==> config.mk <==
export PLATFORM = sky130hd
export DESIGN_NAME = c2d_ctrl_flat
export DESIGN_NICKNAME = d
export VERILOG_FILES = /design/src/rtl/core/c2d_pkg.sv /design/src/rtl/core/c2d_if.sv /design/src/rtl/core/c2d_ctrl.sv /design/src/flat_wrapper.sv
export SDC_FILE = /design/constraint.sdc
export NUM_CORES = 1
export LEC_CHECK = 0
export ABC_AREA = 1
export BUFFER_PORTS_ARGS = -buffer_cell sky130_fd_sc_hd__buf_2
export CAP_MARGIN = 5
export CORE_UTILIZATION = 43
export CTS_CLUSTER_DIAMETER = 30
export DETAILED_ROUTE_END_ITERATION = 10
export GPL_ROUTABILITY_DRIVEN = 0
export GPL_TIMING_DRIVEN = 0
export SETUP_SLACK_MARGIN = 0.5
export SLEW_MARGIN = 20
export SYNTH_ARGS = -nofsm -noshare
export SYNTH_HDL_FRONTEND = slang
export SYNTH_SLANG_ARGS = --single-unit
==> constraint.sdc <==
create_clock -name clk_i -period 7.9 [get_ports clk_i]
set_clock_uncertainty 0.05 [all_clocks]
set_input_delay 1.185 -clock clk_i [delete_from_list [all_inputs] [get_ports clk_i]]
set_output_delay 1.185 -clock clk_i [all_outputs]
set_load 0.02 [all_outputs]
==> src/rtl/core/c2d_pkg.sv <==
// Shared types and constants for the 2D convolution block.
package c2d_pkg;

  typedef enum logic [1:0] {
    OP_LOAD_KERNEL = 2'd0,
    OP_LOAD_IMAGE  = 2'd1,
    OP_READ        = 2'd2,
    OP_NONE        = 2'd3
  } opcode_e;

  typedef enum logic [1:0] {
    CROP_FULL  = 2'd0,
    CROP_SAME  = 2'd1,
    CROP_VALID = 2'd2,
    CROP_RSVD  = 2'd3
  } crop_e;

  localparam int unsigned CfgIdxW = 3;
  localparam logic [CfgIdxW-1:0] REG_IMAGE_ROWS  = 3'd0;
  localparam logic [CfgIdxW-1:0] REG_IMAGE_COLS  = 3'd1;
  localparam logic [CfgIdxW-1:0] REG_KERNEL_ROWS = 3'd2;
  localparam logic [CfgIdxW-1:0] REG_KERNEL_COLS = 3'd3;
  localparam logic [CfgIdxW-1:0] REG_CROP_MODE   = 3'd4;
  localparam int unsigned CfgDataW = 7;

  localparam int unsigned AccW = 40;
  localparam int unsigned PosW = 7;

  // controller -> datapath
  typedef struct packed {
    logic clear;     // start of a read: zero accumulator
    logic mac;       // accumulate the registered product of a tap fetched earlier
    logic fetch;     // issue store reads for the current tap
  } dp_cmd_t;

endpackage

==> src/rtl/core/c2d_if.sv <==
// Valid/ready stream interfaces for the input and result channels.
interface c2d_in_if;
  logic               valid;
  logic               ready;
  logic [1:0]         opcode;
  logic signed [15:0] sample_value;
  modport source (output valid, opcode, sample_value, input ready);
  modport sink (input valid, opcode, sample_value, output ready);
endinterface

interface c2d_out_if;
  logic               valid;
  logic               ready;
  logic signed [39:0] result_value;
  logic [6:0]         out_row;
  logic [6:0]         out_col;
  logic               last_element;
  logic               status;
  modport source (output valid, result_value, out_row, out_col, last_element, status,
                  input ready);
  modport sink (input valid, result_value, out_row, out_col, last_element, status,
                output ready);
endinterface

==> src/rtl/core/c2d_ctrl.sv <==
// Controller: load indexing, read position and tap sequencing.
module c2d_ctrl import c2d_pkg::*; #(
  parameter int unsigned MaxIr = 64,
  parameter int unsigned MaxIc = 64,
  parameter int unsigned MaxKr = 8,
  parameter int unsigned MaxKc = 8,
  parameter int unsigned SampleW = 16
) (
  input  logic                     clk_i,
  input  logic                     rst_ni,
  input  logic                     cfg_we_i,
  input  logic [CfgIdxW-1:0]       cfg_idx_i,
  input  logic [CfgDataW-1:0]      cfg_data_i,
  c2d_in_if.sink                   in_if,
  c2d_out_if.source                out_if,
  output logic                     img_we_o,
  output logic [$clog2(MaxIr*MaxIc)-1:0] img_waddr_o,
  output logic                     ker_we_o,
  output logic [$clog2(MaxKr*MaxKc)-1:0] ker_waddr_o,
  output logic signed [SampleW-1:0] wdata_o,
  output logic [$clog2(MaxIr*MaxIc)-1:0] img_raddr_o,
  output logic [$clog2(MaxKr*MaxKc)-1:0] ker_raddr_o,
  output dp_cmd_t                  cmd_o,
  input  logic signed [AccW-1:0]   acc_i
);

  localparam int unsigned ImgA = $clog2(MaxIr*MaxIc);
  localparam int unsigned KerA = $clog2(MaxKr*MaxKc);
  localparam int unsigned DW = 12; // holds sizes up to 2*MaxIr and products of positions

  typedef enum logic [2:0] {S_IDLE, S_SETUP, S_RUN, S_DRAIN1, S_DRAIN2, S_OUT} state_e;

  state_e state_q;
  logic [6:0] ir_q, ic_q;
  logic [3:0] kr_q, kc_q;
  crop_e      crop_q;
  logic [ImgA-1:0] img_li_q;
  logic [KerA-1:0] ker_li_q;
  logic [PosW-1:0] rrow_q, rcol_q;
  logic            done_q;
  logic [3:0]      m_q, n_q;
  logic [DW-1:0]   p_q, q_q;
  logic            fetch_q, mac_q;
  logic            ovalid_q, ostat_q, olast_q;
  logic signed [AccW-1:0] ores_q;
  logic [PosW-1:0] orow_q, ocol_q;

  function automatic logic [6:0] clamp7(input logic [6:0] v, input int unsigned mx);
    if (v == '0) return 7'd1;
    if (32'(v) > mx) return 7'(mx);
    return v;
  endfunction
  function automatic logic [3:0] clamp4(input logic [3:0] v, input int unsigned mx);
    if (v == '0) return 4'd1;
    if (32'(v) > mx) return 4'(mx);
    return v;
  endfunction

  // output geometry
  logic [DW-1:0] orows, ocols, dr, dc;
  logic          geo_ok;
  always_comb begin
    geo_ok = 1'b1;
    unique case (crop_q)
      CROP_SAME: begin
        dr = DW'(kr_q >> 1); dc = DW'(kc_q >> 1); orows = DW'(ir_q); ocols = DW'(ic_q);
      end
      CROP_VALID: begin
        dr = DW'(kr_q) - 1'b1; dc = DW'(kc_q) - 1'b1;
        if (DW'(kr_q) > DW'(ir_q) || DW'(kc_q) > DW'(ic_q)) begin
          geo_ok = 1'b0; orows = '0; ocols = '0;
        end else begin
          orows = DW'(ir_q) - DW'(kr_q) + 1'b1; ocols = DW'(ic_q) - DW'(kc_q) + 1'b1;
        end
      end
      default: begin
        dr = '0; dc = '0;
        orows = DW'(ir_q) + DW'(kr_q) - 1'b1; ocols = DW'(ic_q) + DW'(kc_q) - 1'b1;
      end
    endcase
  end

  logic [ImgA:0] img_cnt;
  logic [KerA:0] ker_cnt;
  assign img_cnt = (ImgA+1)'(ir_q * ic_q);
  assign ker_cnt = (KerA+1)'(kr_q * kc_q);

  logic [ImgA-1:0] img_slot;
  logic [KerA-1:0] ker_slot;
  assign img_slot = ((ImgA+1)'(img_li_q) < img_cnt) ? img_li_q : '0;
  assign ker_slot = ((KerA+1)'(ker_li_q) < ker_cnt) ? ker_li_q : '0;

  logic in_fire, out_fire, is_read;
  assign in_if.ready = (state_q == S_IDLE) && !ovalid_q;
  assign in_fire  = in_if.valid && in_if.ready;
  assign out_fire = out_if.valid && out_if.ready;
  assign is_read  = opcode_e'(in_if.opcode) == OP_READ;

  assign img_we_o    = in_fire && opcode_e'(in_if.opcode) == OP_LOAD_IMAGE;
  assign ker_we_o    = in_fire && opcode_e'(in_if.opcode) == OP_LOAD_KERNEL;
  assign img_waddr_o = img_slot;
  assign ker_waddr_o = ker_slot;
  assign wdata_o     = SampleW'(in_if.sample_value);

  // current tap, in range when p-m and q-n land in the image
  logic [DW-1:0] pi, qi;
  logic          tap_ok;
  assign pi = p_q - DW'(m_q);
  assign qi = q_q - DW'(n_q);
  assign tap_ok = (DW'(m_q) <= p_q) && (pi < DW'(ir_q)) &&
                  (DW'(n_q) <= q_q) && (qi < DW'(ic_q));
  assign img_raddr_o = ImgA'(pi * DW'(ic_q) + qi);
  assign ker_raddr_o = KerA'(m_q * kc_q + n_q);

  assign cmd_o.clear = (state_q == S_SETUP);
  assign cmd_o.fetch = (state_q == S_RUN);
  assign cmd_o.mac   = mac_q;

  logic last_tap;
  assign last_tap = (n_q + 1'b1 == kc_q) && (m_q + 1'b1 == kr_q);

  always_ff @(posedge clk_i or negedge rst_ni) begin
    if (!rst_ni) begin
      state_q <= S_IDLE;
      ir_q <= 7'(MaxIr > 64 ? 64 : MaxIr); ic_q <= 7'(MaxIc > 64 ? 64 : MaxIc);
      kr_q <= 4'(MaxKr > 5 ? 5 : MaxKr);   kc_q <= 4'(MaxKc > 5 ? 5 : MaxKc);
      crop_q <= CROP_FULL;
      img_li_q <= '0; ker_li_q <= '0;
      rrow_q <= '0; rcol_q <= '0; done_q <= 1'b0;
      m_q <= '0; n_q <= '0; p_q <= '0; q_q <= '0;
      fetch_q <= 1'b0; mac_q <= 1'b0;
      ovalid_q <= 1'b0; ostat_q <= 1'b0; olast_q <= 1'b0;
      ores_q <= '0; orow_q <= '0; ocol_q <= '0;
    end else begin
      if (cfg_we_i) begin
        unique case (cfg_idx_i)
          REG_IMAGE_ROWS:  ir_q <= clamp7(cfg_data_i, MaxIr);
          REG_IMAGE_COLS:  ic_q <= clamp7(cfg_data_i, MaxIc);
          REG_KERNEL_ROWS: kr_q <= clamp4(cfg_data_i[3:0], MaxKr);
          REG_KERNEL_COLS: kc_q <= clamp4(cfg_data_i[3:0], MaxKc);
          REG_CROP_MODE:   crop_q <= crop_e'(cfg_data_i[1:0]);
          default: ;
        endcase
      end
      if (out_fire) ovalid_q <= 1'b0;
      mac_q   <= fetch_q;
      fetch_q <= (state_q == S_RUN) && tap_ok;
      unique case (state_q)
        S_IDLE: if (in_fire) begin
          if (ker_we_o)
            ker_li_q <= ((KerA+1)'(ker_slot) + 1'b1 >= ker_cnt) ? '0 : ker_slot + 1'b1;
          if (img_we_o) begin
            img_li_q <= ((ImgA+1)'(img_slot) + 1'b1 >= img_cnt) ? '0 : img_slot + 1'b1;
            rrow_q <= '0; rcol_q <= '0; done_q <= 1'b0;
          end
          if (is_read) begin
            if (!geo_ok || done_q || DW'(rrow_q) >= orows || DW'(rcol_q) >= ocols) begin
              ovalid_q <= 1'b1; ostat_q <= 1'b1; olast_q <= 1'b0;
              ores_q <= '0; orow_q <= '0; ocol_q <= '0;
            end else begin
              p_q <= DW'(rrow_q) + dr; q_q <= DW'(rcol_q) + dc;
              m_q <= '0; n_q <= '0;
              state_q <= S_SETUP;
            end
          end
        end
        S_SETUP: state_q <= S_RUN;
        S_RUN: begin
          if (n_q + 1'b1 == kc_q) begin
            n_q <= '0; m_q <= m_q + 1'b1;
          end else n_q <= n_q + 1'b1;
          if (last_tap) state_q <= S_DRAIN1;
        end
        S_DRAIN1: state_q <= S_DRAIN2;
        S_DRAIN2: state_q <= S_OUT;
        S_OUT: begin
          // accumulator already holds the last tap, added as S_DRAIN2 ends
          ovalid_q <= 1'b1; ostat_q <= 1'b0;
          ores_q <= acc_i; orow_q <= rrow_q; ocol_q <= rcol_q;
          if (DW'(rrow_q) + 1'b1 == orows && DW'(rcol_q) + 1'b1 == ocols) begin
            olast_q <= 1'b1; done_q <= 1'b1;
          end else begin
            olast_q <= 1'b0;
            if (DW'(rcol_q) + 1'b1 >= ocols) begin
              rcol_q <= '0; rrow_q <= rrow_q + 1'b1;
            end else rcol_q <= rcol_q + 1'b1;
          end
          state_q <= S_IDLE;
        end
        default: state_q <= S_IDLE;
      endcase
    end
  end

  assign out_if.valid        = ovalid_q;
  assign out_if.result_value = ores_q;
  assign out_if.out_row      = orow_q;
  assign out_if.out_col      = ocol_q;
  assign out_if.last_element = olast_q;
  assign out_if.status       = ostat_q;

  a_ready_idle: assert property (@(posedge clk_i) disable iff (!rst_ni)
    in_if.ready |-> state_q == S_IDLE) else $error("ready outside idle");
  a_err_zero: assert property (@(posedge clk_i) disable iff (!rst_ni)
    (ovalid_q && ostat_q) |-> (ores_q == '0 && !olast_q)) else $error("error beat not zero");
  a_mac_follows: assert property (@(posedge clk_i) disable iff (!rst_ni)
    mac_q |-> $past(fetch_q)) else $error("mac without fetch");

endmodule

==> src/flat_wrapper.sv <==
// flat-port wrapper written by rule: the top's interface ports become plain ports
module c2d_ctrl_flat import c2d_pkg::*;
#(
  parameter int unsigned MaxIr = 64,
  parameter int unsigned MaxIc = 64,
  parameter int unsigned MaxKr = 8,
  parameter int unsigned MaxKc = 8,
  parameter int unsigned SampleW = 16
)
  (clk_i, rst_ni, cfg_we_i, cfg_idx_i, cfg_data_i, img_we_o, img_waddr_o, ker_we_o, ker_waddr_o, wdata_o, img_raddr_o, ker_raddr_o, cmd_o, acc_i, in_if_valid, in_if_opcode, in_if_sample_value, in_if_ready, out_if_valid, out_if_result_value, out_if_out_row, out_if_out_col, out_if_last_element, out_if_status, out_if_ready);
  c2d_in_if in_if_i ();
  c2d_out_if out_if_i ();
  input  logic clk_i;
  input  logic rst_ni;
  input  logic cfg_we_i;
  input  logic [CfgIdxW-1:0] cfg_idx_i;
  input  logic [CfgDataW-1:0] cfg_data_i;
  output logic img_we_o;
  output logic [$clog2(MaxIr*MaxIc)-1:0] img_waddr_o;
  output logic ker_we_o;
  output logic [$clog2(MaxKr*MaxKc)-1:0] ker_waddr_o;
  output logic signed [SampleW-1:0] wdata_o;
  output logic [$clog2(MaxIr*MaxIc)-1:0] img_raddr_o;
  output logic [$clog2(MaxKr*MaxKc)-1:0] ker_raddr_o;
  output dp_cmd_t cmd_o;
  input  logic signed [AccW-1:0] acc_i;
  input wire logic [$bits(in_if_i.valid)-1:0] in_if_valid;
  input wire logic [$bits(in_if_i.opcode)-1:0] in_if_opcode;
  input wire logic [$bits(in_if_i.sample_value)-1:0] in_if_sample_value;
  output wire logic [$bits(in_if_i.ready)-1:0] in_if_ready;
  output wire logic [$bits(out_if_i.valid)-1:0] out_if_valid;
  output wire logic [$bits(out_if_i.result_value)-1:0] out_if_result_value;
  output wire logic [$bits(out_if_i.out_row)-1:0] out_if_out_row;
  output wire logic [$bits(out_if_i.out_col)-1:0] out_if_out_col;
  output wire logic [$bits(out_if_i.last_element)-1:0] out_if_last_element;
  output wire logic [$bits(out_if_i.status)-1:0] out_if_status;
  input wire logic [$bits(out_if_i.ready)-1:0] out_if_ready;
  assign in_if_i.valid = in_if_valid;
  assign in_if_i.opcode = in_if_opcode;
  assign in_if_i.sample_value = in_if_sample_value;
  assign in_if_ready = in_if_i.ready;
  assign out_if_valid = out_if_i.valid;
  assign out_if_result_value = out_if_i.result_value;
  assign out_if_out_row = out_if_i.out_row;
  assign out_if_out_col = out_if_i.out_col;
  assign out_if_last_element = out_if_i.last_element;
  assign out_if_status = out_if_i.status;
  assign out_if_i.ready = out_if_ready;
  c2d_ctrl #(.MaxIr(MaxIr), .MaxIc(MaxIc), .MaxKr(MaxKr), .MaxKc(MaxKc), .SampleW(SampleW)) u_core (.clk_i(clk_i), .rst_ni(rst_ni), .cfg_we_i(cfg_we_i), .cfg_idx_i(cfg_idx_i), .cfg_data_i(cfg_data_i), .in_if(in_if_i), .out_if(out_if_i), .img_we_o(img_we_o), .img_waddr_o(img_waddr_o), .ker_we_o(ker_we_o), .ker_waddr_o(ker_waddr_o), .wdata_o(wdata_o), .img_raddr_o(img_raddr_o), .ker_raddr_o(ker_raddr_o), .cmd_o(cmd_o), .acc_i(acc_i));
endmodule
Word-level counts from Yosys, hierarchy flattened
Cells that the tools add are included.

$add $sub $neg: 26. $mul: 4. Magnitude comparators: 15. Eq/ne operators: 27. Multiplexer cells: 95. Bitwise gates (word level): 1. Reductions and logical operators: 39.

Operators with widths (number): $mux W40 (3); $mux W7 (15); $pmux W12 S2 (4); $pmux W40 S2 (1); $pmux W7 S2 (4); $mux W12 (4); $mux W4 (11); $mux W1 (40); $add A12 B1 Y12 const B (3); $add A7 B12 Y12 (2); $eq A12 B12 Y1 (2); $ge A7 B12 Y1 (2); $le A4 B12 Y1 (2); $lt A12 B7 Y1 (2); $reduce_and A4 Y1 (6); $sub A12 B1 Y12 const B (2); $sub A12 B4 Y12 (2); $add A7 B1 Y8 const B (2); $add A7 B4 Y8 (2); $pmux W4 S2 (2); $sub A7 B4 Y8 (2); $pmux W3 S5 (1); $add A7 B1 Y7 const B (2); $gt A4 B7 Y1 (2); other kinds (41) (89).

Flip-flop bits (word level): 151. Input port bits: 73. Word-level logic and storage cells: 230.

Depth between registers and ports, before layout
Gate-level depths: netlist of run 1.

Depth in word-level cells: 12. Mapped depth: 50. Depth with buffers taken out: 47.

Worst setup path before layout of run 1
Ideal clock, no wire load.

Path kind: register to register. Start point: register u_core.ic_q[6]. End point: register u_core.img_li_q[10]. Setup time: 0.117 ns. Arrival time: 7.228 ns. Data required time: 7.733 ns. Setup slack: 0.504 ns. Cell stages (with the launch flop): 46. Buffers on the path: 4. Period minus slack after synthesis: 7.396 ns. Cell sequence: dfstp_2 -> clkbuf_1 -> clkbuf_1 -> nand2_1 -> fa_1 -> fa_1 -> inv_1 -> fa_1 -> inv_1 -> fa_1 -> inv_1 -> ha_1 -> nand2_1 -> inv_1 -> nand2_1 -> nand2_1 -> a21oi_1 -> xor2_1 -> [... 10 more ...] -> nor2_1 -> ha_1 -> nand2_1 -> o21ai_0 -> nand2_1 -> nand2_1 -> a21oi_1 -> o311ai_0 -> nand2_1 -> inv_1 -> nor2_1 -> nand2_1 -> nand3_1 -> nand3_1 -> nand2_1 -> buf_4 -> nand3_1 -> nand2_1.

Word-level cells in the longest chain between the ends: 6. Elaborated cells on any way between the ends: 7.

RTL lines: start, declared (RTL line c2d_ctrl.sv:34) `logic [6:0] ir_q, ic_q;`; start signal, assigned (RTL line c2d_ctrl.sv:125) `ir_q <= 7'(MaxIr > 64 ? 64 : MaxIr); ic_q <= 7'(MaxIc > 64 ? 64 : MaxIc);`; start signal, assigned (RTL line c2d_ctrl.sv:138) `REG_IMAGE_COLS: ic_q <= clamp7(cfg_data_i, MaxIc);`; $mul A7 B7 Y13 (*) (RTL line c2d_ctrl.sv:85) `assign img_cnt = (ImgA+1)'(ir_q * ic_q);`; $lt A12 B13 Y1 (*) (RTL line c2d_ctrl.sv:90) `assign img_slot = ((ImgA+1)'(img_li_q) < img_cnt) ? img_li_q : '0;`; $mux W12 (*) (RTL line c2d_ctrl.sv:90); net img_waddr_o[0] (RTL line flat_wrapper.sv:19) `output logic [$clog2(MaxIr*MaxIc)-1:0] img_waddr_o;`; $add A12 B1 Y13 (RTL line c2d_ctrl.sv:153) `img_li_q <= ((ImgA+1)'(img_slot) + 1'b1 >= img_cnt) ? '0 : img_slot + 1'b1;`; $ge A13 B13 Y1 (RTL line c2d_ctrl.sv:153); $mux W12 (*) (RTL line c2d_ctrl.sv:153); end signal, assigned (RTL line c2d_ctrl.sv:153); end, declared (RTL line c2d_ctrl.sv:37) `logic [ImgA-1:0] img_li_q;`.

Mark *: on every way through the listed nets, which the timed path passes. The rest lies on a longest branch. A chain may end at the register's enable or synchronous reset.

Worst setup path in the final report of run 1
Start point: register u_core.ir_q[6]. End point: register u_core.img_li_q[6].

Word-level cells in the longest chain between the ends: 6. Elaborated cells on any way between the ends: 7.

RTL lines: start, declared (RTL line c2d_ctrl.sv:34); start signal, assigned (RTL line c2d_ctrl.sv:125); start signal, assigned (RTL line c2d_ctrl.sv:137) `REG_IMAGE_ROWS: ir_q <= clamp7(cfg_data_i, MaxIr);`; $mul A7 B7 Y13 (*) (RTL line c2d_ctrl.sv:85); $lt A12 B13 Y1 (RTL line c2d_ctrl.sv:90); $mux W12 (RTL line c2d_ctrl.sv:90); $add A12 B1 Y13 (RTL line c2d_ctrl.sv:153); $ge A13 B13 Y1 (RTL line c2d_ctrl.sv:153); $mux W12 (*) (RTL line c2d_ctrl.sv:153).

Mark *: on every way between the ends. The rest lies on a longest branch, timed or not.

==> results of run 1 <==
==> registers in the layout, summed over array words and instances (netlist names), 2 cells and up <==
signal                      count
u_core.crop_q                   2
u_core.ic_q                     7
u_core.img_li_q                12
u_core.ir_q                     7
u_core.kc_q                     4
u_core.ker_li_q                 6
u_core.kr_q                     4
u_core.m_q                      4
u_core.n_q                      4
u_core.out_if.out_col           7
u_core.out_if.out_row           7
u_core.out_if.result_value     40
u_core.p_q                     12
u_core.q_q                     12
u_core.rcol_q                   7
u_core.rrow_q                   7
u_core.state_q                  3
==> cell usage in the layout (no fill, tap or decap), types with 32 or more instances in the layout <==
cell / count
nor2_1: 148
nand3_1: 104
nand3_2: 48
ha_1: 179
o21ai_0: 74
inv_1: 342
fa_1: 82
xor2_1: 69
buf_4: 85
xnor2_1: 32
nand2_1: 498
buf_2: 177
dfrtp_1: 138
a21oi_1: 63
==> layer usage <==
layer / up-vias / global-route usage
li1: 7393 / -
met2: 375 / 0.404
met4: 0 / 0.0749
met3: 62 / 0.0368
met5: - / 0
met1: 7001 / 0.328
==> through the flow <==
step                      utilization  TNS, ns  hold slack (ns)  std cells  setup slack, ns
after floorplan                     -        0            0.281       2186            0.504
after global placement          0.476    -7.23            0.285       2868           -0.640
after global routing            0.526        0            0.329       2964            0.331
after CTS                       0.503        0            0.308       2923            0.505
after detailed placement        0.477    -8.21            0.293       2869           -0.722
final                           0.526        0            0.305       2964            0.690
==> worst min-delay path by stage <==
stage / from / to / slack [ns] / cells after the start
6_report: u_core.fetch_q / u_core.mac_q / 0.30 / 0
5_1_grt: u_core.fetch_q / u_core.mac_q / 0.33 / 0
4_1_cts: u_core.fetch_q / u_core.mac_q / 0.31 / 0
3_5_place_dp: u_core.fetch_q / u_core.mac_q / 0.29 / 0
3_3_place_gp: u_core.fetch_q / u_core.mac_q / 0.28 / 0
2_1_floorplan: u_core.fetch_q / u_core.mac_q / 0.28 / 0
==> repair_timing <==
| item | CTS | global route |
|---|---|---|
| pin swaps | 19 | 74 |
| setup buffers | 21 | 41 |
| gates cloned | 1 | 0 |
| gates resized for setup | 70 | 170 |
| endpoints found under the hold margin | 0 | 0 |
| setup endpoints to repair | 25 | 26 |
==> critical path: cells and delay by family, from the launching register on <==
kind,cells,cell delay [ns]
flops,1,0.59
simple gates,20,2.14
fa+ha+maj,7,2.66
xor+xnor,1,0.21
buf+inv,6,0.76
compound gates,5,0.70
==> cells by family (layout without fill, tap and decap cells) <==
| logic type | count (synthesis) | after routing |
|---|---|---|
| flops | 151 | 151 |
| xor+xnor | 111 | 111 |
| fa+ha+maj | 275 | 275 |
| compound gates | 244 | 244 |
| buf+inv | 464 | 731 |
| simple gates | 941 | 941 |
==> final cells by class <==
cell class | instances | area share
inverters | 386 | 0.0747
clock buffers | 21 | 0.0223
clock inverters | 11 | 0.00755
repair buffers | 235 | 0.0700
plain buffers | 78 | 0.0304
well taps | 511 | 0.0324
flip-flops and latches | 151 | 0.192
multi-input cells | 1571 | 0.570
==> metrics.cfg, run 1 <==
[worst_setup_path]
required_ns = 8.22
cp-endpoint = u_core.img_li_q[6]
worst_setup_path_startpoint = u_core.ir_q[6]
cpMostUsedCell = nand2_1
r2r-start = u_core.ir_q[6]
cp-start-kind = register
crit_fanout = 10
arrival_ns = 7.53
r2r_cells = 39
slowest_delay_ns = 0.59
crit_type = reg -> reg
r2r-end = u_core.img_li_q[6]
cp-end-kind = register
rrSetupSlack_ns = 0.69
slowest_stage = dfstp_2

[synth]
synth_top_area_frac = 0.222
synth_seq_area_share = 0.232
async_flop_share = 1.00
synth.distinct_cells = 62
synth-compound-area-share = 0.0865
yosysMostFrequentCell = nand2_1
yosysTopAreaCell = dfrtp_1
synth_warnings = 0
synth_seq_cells = 151
synth-edff-count = 0
synthFlopType = dfrtp_1
synth-xor-area-share = 0.0622
synthCells = 2186
syn_nets = 2533
synthesis.area_sq_mm = 0.0163
synth_area_leaders = dfrtp_1, ha_1, nand2_1
synthMuxAreaShare = 0
synth_fa_ha_area_frac = 0.249
avgSynthCellArea_sq_um = 7.47
yosys.area_share.simple = 0.254
synth_top_family_by_area = simple AND/OR/NAND/NOR gates
synth_common_cells = nand2_1, inv_1, ha_1, nor2_1, dfrtp_1

[detailed_routing]
viasPerCell = 5.00
wl_per_cell_um = 15.7
vias = 14800
wl_met3_um = 2110
wl_met2_um = 21600
drcViolationCount = 2
first_iter_violations = 755
final_antenna_net_count = 0
dr.max_layer_used = met4
firstDrtPassIters = 9
wirelength_um = 46500
m1WireLength_um = 21700

[final_layout]
n_antenna_cell = 0
design_area_sq_mm = 0.0197
finalNetCount = 2787
syn_to_final_growth_pct = 20.8
multi_input_area_sq_mm = 0.0112
fillers = 3719
seqCellArea_sq_mm = 0.00379
drive_gt1_frac = 0.222

[floorplan]
num_io_pins = 188
start_util = 0.436
die_area_sq_mm = 0.0388
die_h_um = 197
coreArea_sq_mm = 0.0375
rows = 71
die-width_um = 197

[cts]
insertion_delay_ns = 0.43
cts.sinks = 151
cts_buffer_depth = 2
h-tree-depth = 4
clkTransAtPathRegs_ns = 0.06
cts_tree = built
cts_hold_buf = 0
cts-root-buf = clkbuf_16
numCtsBuffers = 17

[global_routing]
antenna_found_initial = 0
grt-ovfl-total = 0
grt_max_degree = 77
grt_first_pass_wirelength_um = 75200
grt_pass1_vias = 14900
grt_use_total = 0.244

[min_path]
hold_path_class = reg -> reg

[place]
place_area_sq_mm = 0.0179
dpl.hpwl_um = 36300
port_buffers = 171

[timing]
setup_violations = 0
slew_headroom = 0.237
period_share = 0.913
period_minus_slack_ns = 7.21
max_freq_ghz = 0.139
hold_viol = 0
rsz0062_at_grt = true
slew_viol_final = 0
worst-slew-pin-transition_ns = 1.14

[status]
violations = DRC
status = complete, but fails checks

[flow_run]
maxCapViolCount = 0

Power of run 1 is left out: the tool's default activity adds up to more than one toggle a clock period on the data nets, which glitch-free logic cannot reach.
==> run 2: changes to the inputs <==
--- a/config.mk
+++ b/config.mk
@@ -8,6 +8,7 @@
 export ABC_AREA = 1
 export BUFFER_PORTS_ARGS = -buffer_cell sky130_fd_sc_hd__buf_2
 export CAP_MARGIN = 5
+export CORE_MARGIN = 2
 export CORE_UTILIZATION = 43
 export CTS_CLUSTER_DIAMETER = 30
 export DETAILED_ROUTE_END_ITERATION = 10
==> run 2 against run 1 <==
  * The flow now finishes without violations
  * Sequential share of layout area rose by 0.25 points
  * Non-clock buffer count shrank 18
  * First-iteration DRC count is 34% higher
  * Core utilization down 0.83 points
  * Die area rose by 2.0%
  * Global-route usage fell by 0.38 points
  * Final cell count down 0.61%
  * Routed wire length rose by 0.14%
  * Sequential cell count did not move
  * Worst hold slack improved by 0.0032 ns
==> metrics.cfg, run 2 (synthesized netlist as in run 1, its figures left out) <==
[status]
status = complete, no violations

[worst_setup_path]
r2r_cells = 45
crit_fanout = 4
rrSetupSlack_ns = 0.79
cp-start-kind = register
slowest_stage = fa_1
slowest_delay_ns = 0.54
cp-end-kind = output pin
crit_type = reg -> out
required_ns = 6.66
arrival_ns = 6.02

[timing]
rsz0062_at_grt = true
slew_viol_final = 0
slew_headroom = 0.336
period_share = 0.918
hold_viol = 0
period_minus_slack_ns = 7.25
setup_violations = 0
layout_setup_ws_ns = 0.647
worst-slew-pin-transition_ns = 0.989
max_freq_ghz = 0.138

[final_layout]
final_cell_mix = nand2_1, inv_1, ha_1, buf_2, nor2_1
finalNetCount = 2769
final_common_cell = nand2_1
drive_gt1_frac = 0.205
final_core_util = 0.518
fin_cells = 2946
largest_reg_flops = 40
design_area_sq_mm = 0.0195
syn_to_final_growth_pct = 19.2
n_antenna_cell = 0

[global_routing]
grt_use_total = 0.240
grt_first_pass_wirelength_um = 74700
grt_pass1_vias = 14700
antenna_found_initial = 1
grt_max_degree = 91
grt-ovfl-total = 0

[floorplan]
start_util = 0.435
num_io_pins = 188
die_h_um = 199
die-width_um = 199
rows = 71
coreArea_sq_mm = 0.0376
die_area_sq_mm = 0.0396

[cts]
cts.sinks = 151
cts-root-buf = clkbuf_16
cts_buffer_depth = 2
h-tree-depth = 4
clkTransAtPathRegs_ns = 0.07
cts_tree = built
insertion_delay_ns = 0.44
numCtsBuffers = 17
cts_hold_buf = 0

[min_path]
hold_path_depth = 0
hold_path_class = reg -> reg

[place]
place_ws_ns = -0.752
dpl.cell_count = 2869
place_area_sq_mm = 0.0179
port_buffers = 171
dpl.hpwl_um = 36600

[detailed_routing]
drcViolationCount = 0
final_antenna_net_count = 0
first_iter_violations = 1013
vias = 14800
wirelength_um = 46500
viasPerCell = 5.04
firstDrtPassIters = 7
wl_per_cell_um = 15.8

[flow_run]
maxCapViolCount = 0

[run 2: path summary, 6_finish.rpt]
check                               start            endpoint
max                         u_core.p_q[0]     img_raddr_o[11]
min reg2reg                u_core.fetch_q        u_core.mac_q
min in group asynchronous          rst_ni      u_core.ic_q[0]
max reg2reg                u_core.ic_q[6]  u_core.img_li_q[2]
min                        u_core.fetch_q        u_core.mac_q
max in group asynchronous          rst_ni    u_core.rcol_q[0]
[run 2: cell type report]
class | count | area [sq um]
plain buffers | 78 | 582
clock buffers | 21 | 450
multi-input cells | 1571 | 11100
flip-flops and latches | 151 | 3790
repair buffers | 217 | 1240
fillers | 3692 | 18100
clock inverters | 11 | 174
well taps | 511 | 639
inverters | 386 | 1460
[run 2: what timing repair did]
action / 4_1_cts / 5_1_grt
pin swaps: 23 / 69
buffers inserted: 21 / 23
gates cloned: 1 / 0
resized for setup: 74 / 110
setup endpoints to repair: 25 / 21
[run 2: critical path, delay by kind of cell (launching register included)]
kind                       cells  cell delay [ns]
xor gates and xnor gates       1             0.19
buffers and inverters          6             0.43
AOI/OAI and AO/OA              3             0.36
adders and majority gates      7             2.79
and+or+nand+nor               15             1.42
DFF                            1             0.37
[run 2: per-layer routing]
metal	GRT usage	wire [um]
met5	0	12
met4	0.0575	743
met3	0.0354	2140
met2	0.403	22100
met1	0.325	21500
[run 2: metrics by stage]
| step | TNS (ns) | hold WS, ns |
|---|---|---|
| 3_3_place_gp | -7.15 | 0.286 |
| 4_1_cts | 0 | 0.310 |
| 2_1_floorplan | 0 | 0.281 |
| 3_5_place_dp | -8.60 | 0.299 |
| 6_report | 0 | 0.308 |
| 5_1_grt | 0 | 0.330 |
Power of run 2 is left out for the same reason.
==> run 3: changes to the inputs <==
==> constraint.sdc (replaced) <==
create_clock -name clk_i -period 7.28 [get_ports clk_i]
set_clock_uncertainty 0.05 [all_clocks]
set_input_delay 1.092 -clock clk_i [delete_from_list [all_inputs] [get_ports clk_i]]
set_output_delay 1.092 -clock clk_i [all_outputs]
set_load 0.02 [all_outputs]
==> run 3 against run 2 <==
  * The flow now finishes with violations (setup timing)
  * Sequential cell count stayed put
  * Sequential share of layout area is 0.88 points lower
  * Final cell count is 2.6% higher
  * Global-route usage is 0.72 points higher
  * Cell area is 4.8% higher
  * Core utilization is 2.5 points higher
  * Worst setup slack worse by 0.86 ns
  * Critical path depth is 14 higher
  * Routed wire length is 5.0% higher
  * Worst hold slack hardly changed
  * Largest cell class unchanged
==> metrics.cfg, run 3 (synthesized netlist as in run 1, its figures left out) <==
[global_routing]
grt-ovfl-total = 0
grt_pass1_vias = 15200
grt_first_pass_wirelength_um = 77300
grt_use_total = 0.247
grt_max_degree = 88
antenna_found_initial = 0

[detailed_routing]
vias = 15300
wl_per_cell_um = 16.2
final_antenna_net_count = 0
drcViolationCount = 0
firstDrtPassIters = 5
first_iter_violations = 989
wirelength_um = 48900
viasPerCell = 5.07

[floorplan]
num_io_pins = 188
die_h_um = 199
coreArea_sq_mm = 0.0376
die-width_um = 199
die_area_sq_mm = 0.0396
start_util = 0.435
rows = 71

[status]
status = complete, but fails checks
violations = setup timing

[timing]
slew_viol_final = 0
setup_violations = 13
period_minus_slack_ns = 7.49
rsz0062_at_grt = true
worst-slew-pin-transition_ns = 1.11
fin_tns_setup_ns = -2.48
period_share = 1.03
max_freq_ghz = 0.134
layout_setup_ws_ns = -0.208
hold_viol = 0
slew_headroom = 0.256

[cts]
numCtsBuffers = 17
cts-root-buf = clkbuf_16
h-tree-depth = 4
clkTransAtPathRegs_ns = 0.07
cts_hold_buf = 0
cts.sinks = 151
insertion_delay_ns = 0.43
cts_buffer_depth = 2
cts_tree = built

[worst_setup_path]
arrival_ns = 7.80
cp-end-kind = register
slowest_delay_ns = 0.54
path_buf_inv = 11
required_ns = 7.59
crit_type = reg -> reg
cp_top_family = adder cells
cpMostUsedCell = inv_2
slowest_stage = fa_1
crit_fanout = 7
cp-start-kind = register

[flow_run]
maxCapViolCount = 0

[final_layout]
final_common_cell = nand2_1
finalNetCount = 2845
final_core_util = 0.543
syn_to_final_growth_pct = 24.9
largest_reg_flops = 40
final_cell_mix = nand2_1, inv_1, ha_1, buf_2, nor2_1
n_antenna_cell = 0
drive_gt1_frac = 0.248

[place]
dpl.hpwl_um = 36200
place_ws_ns = -0.631
port_buffers = 171

[min_path]
hold_path_class = reg -> reg

==> run 3: final cells by class <==
class	instances	area, sq um
fillers	3520	17200
multi-input cells	1571	11300
flip-flops and latches	151	3790
clock inverters	11	98.8
repair buffers	293	1980
well taps	511	639
plain buffers	78	622
inverters	386	1470
clock buffers	21	470
==> run 3: stage by stage <==
step	std cells	cell area, sq um	hold WS [ns]
after floorplan	2186	16400	0.281
after global placement	2868	17900	0.292
after detailed placement	2869	17900	0.301
after CTS	2984	19700	0.311
after global routing	3022	20400	0.323
final	3022	20400	0.307
==> run 3: per-layer routing <==
metal / track usage / routed length [um]
met1: 0.322 / 21600
met2: 0.416 / 22900
met3: 0.0381 / 2630
met4: 0.0882 / 1750
met5: 0 / 0
==> run 3: path summary, 6_finish.rpt <==
path	slack, ns	endpoint	cells past startpoint	startpoint
setup reg to reg	-0.21	u_core.img_li_q[6]	46	u_core.ic_q[3]
hold reg to reg	0.31	u_core.mac_q	0	u_core.fetch_q
setup / recovery	-0.21	u_core.img_li_q[6]	46	u_core.ic_q[3]
max in group asynchronous	5.78	u_core.out_if.out_col[0]	2	rst_ni
hold / removal	0.31	u_core.mac_q	0	u_core.fetch_q
min in group asynchronous	0.55	u_core.img_li_q[11]	1	rst_ni
==> run 3: repair_timing <==
| item | 4_1_cts | 5_1_grt |
|---|---|---|
| setup buffers | 82 | 38 |
| endpoints found under the setup margin | 28 | 27 |
| resized for setup | 161 | 114 |
| pin swaps | 81 | 58 |
| gates cloned | 1 | 0 |
Power of run 3 is left out for the same reason.
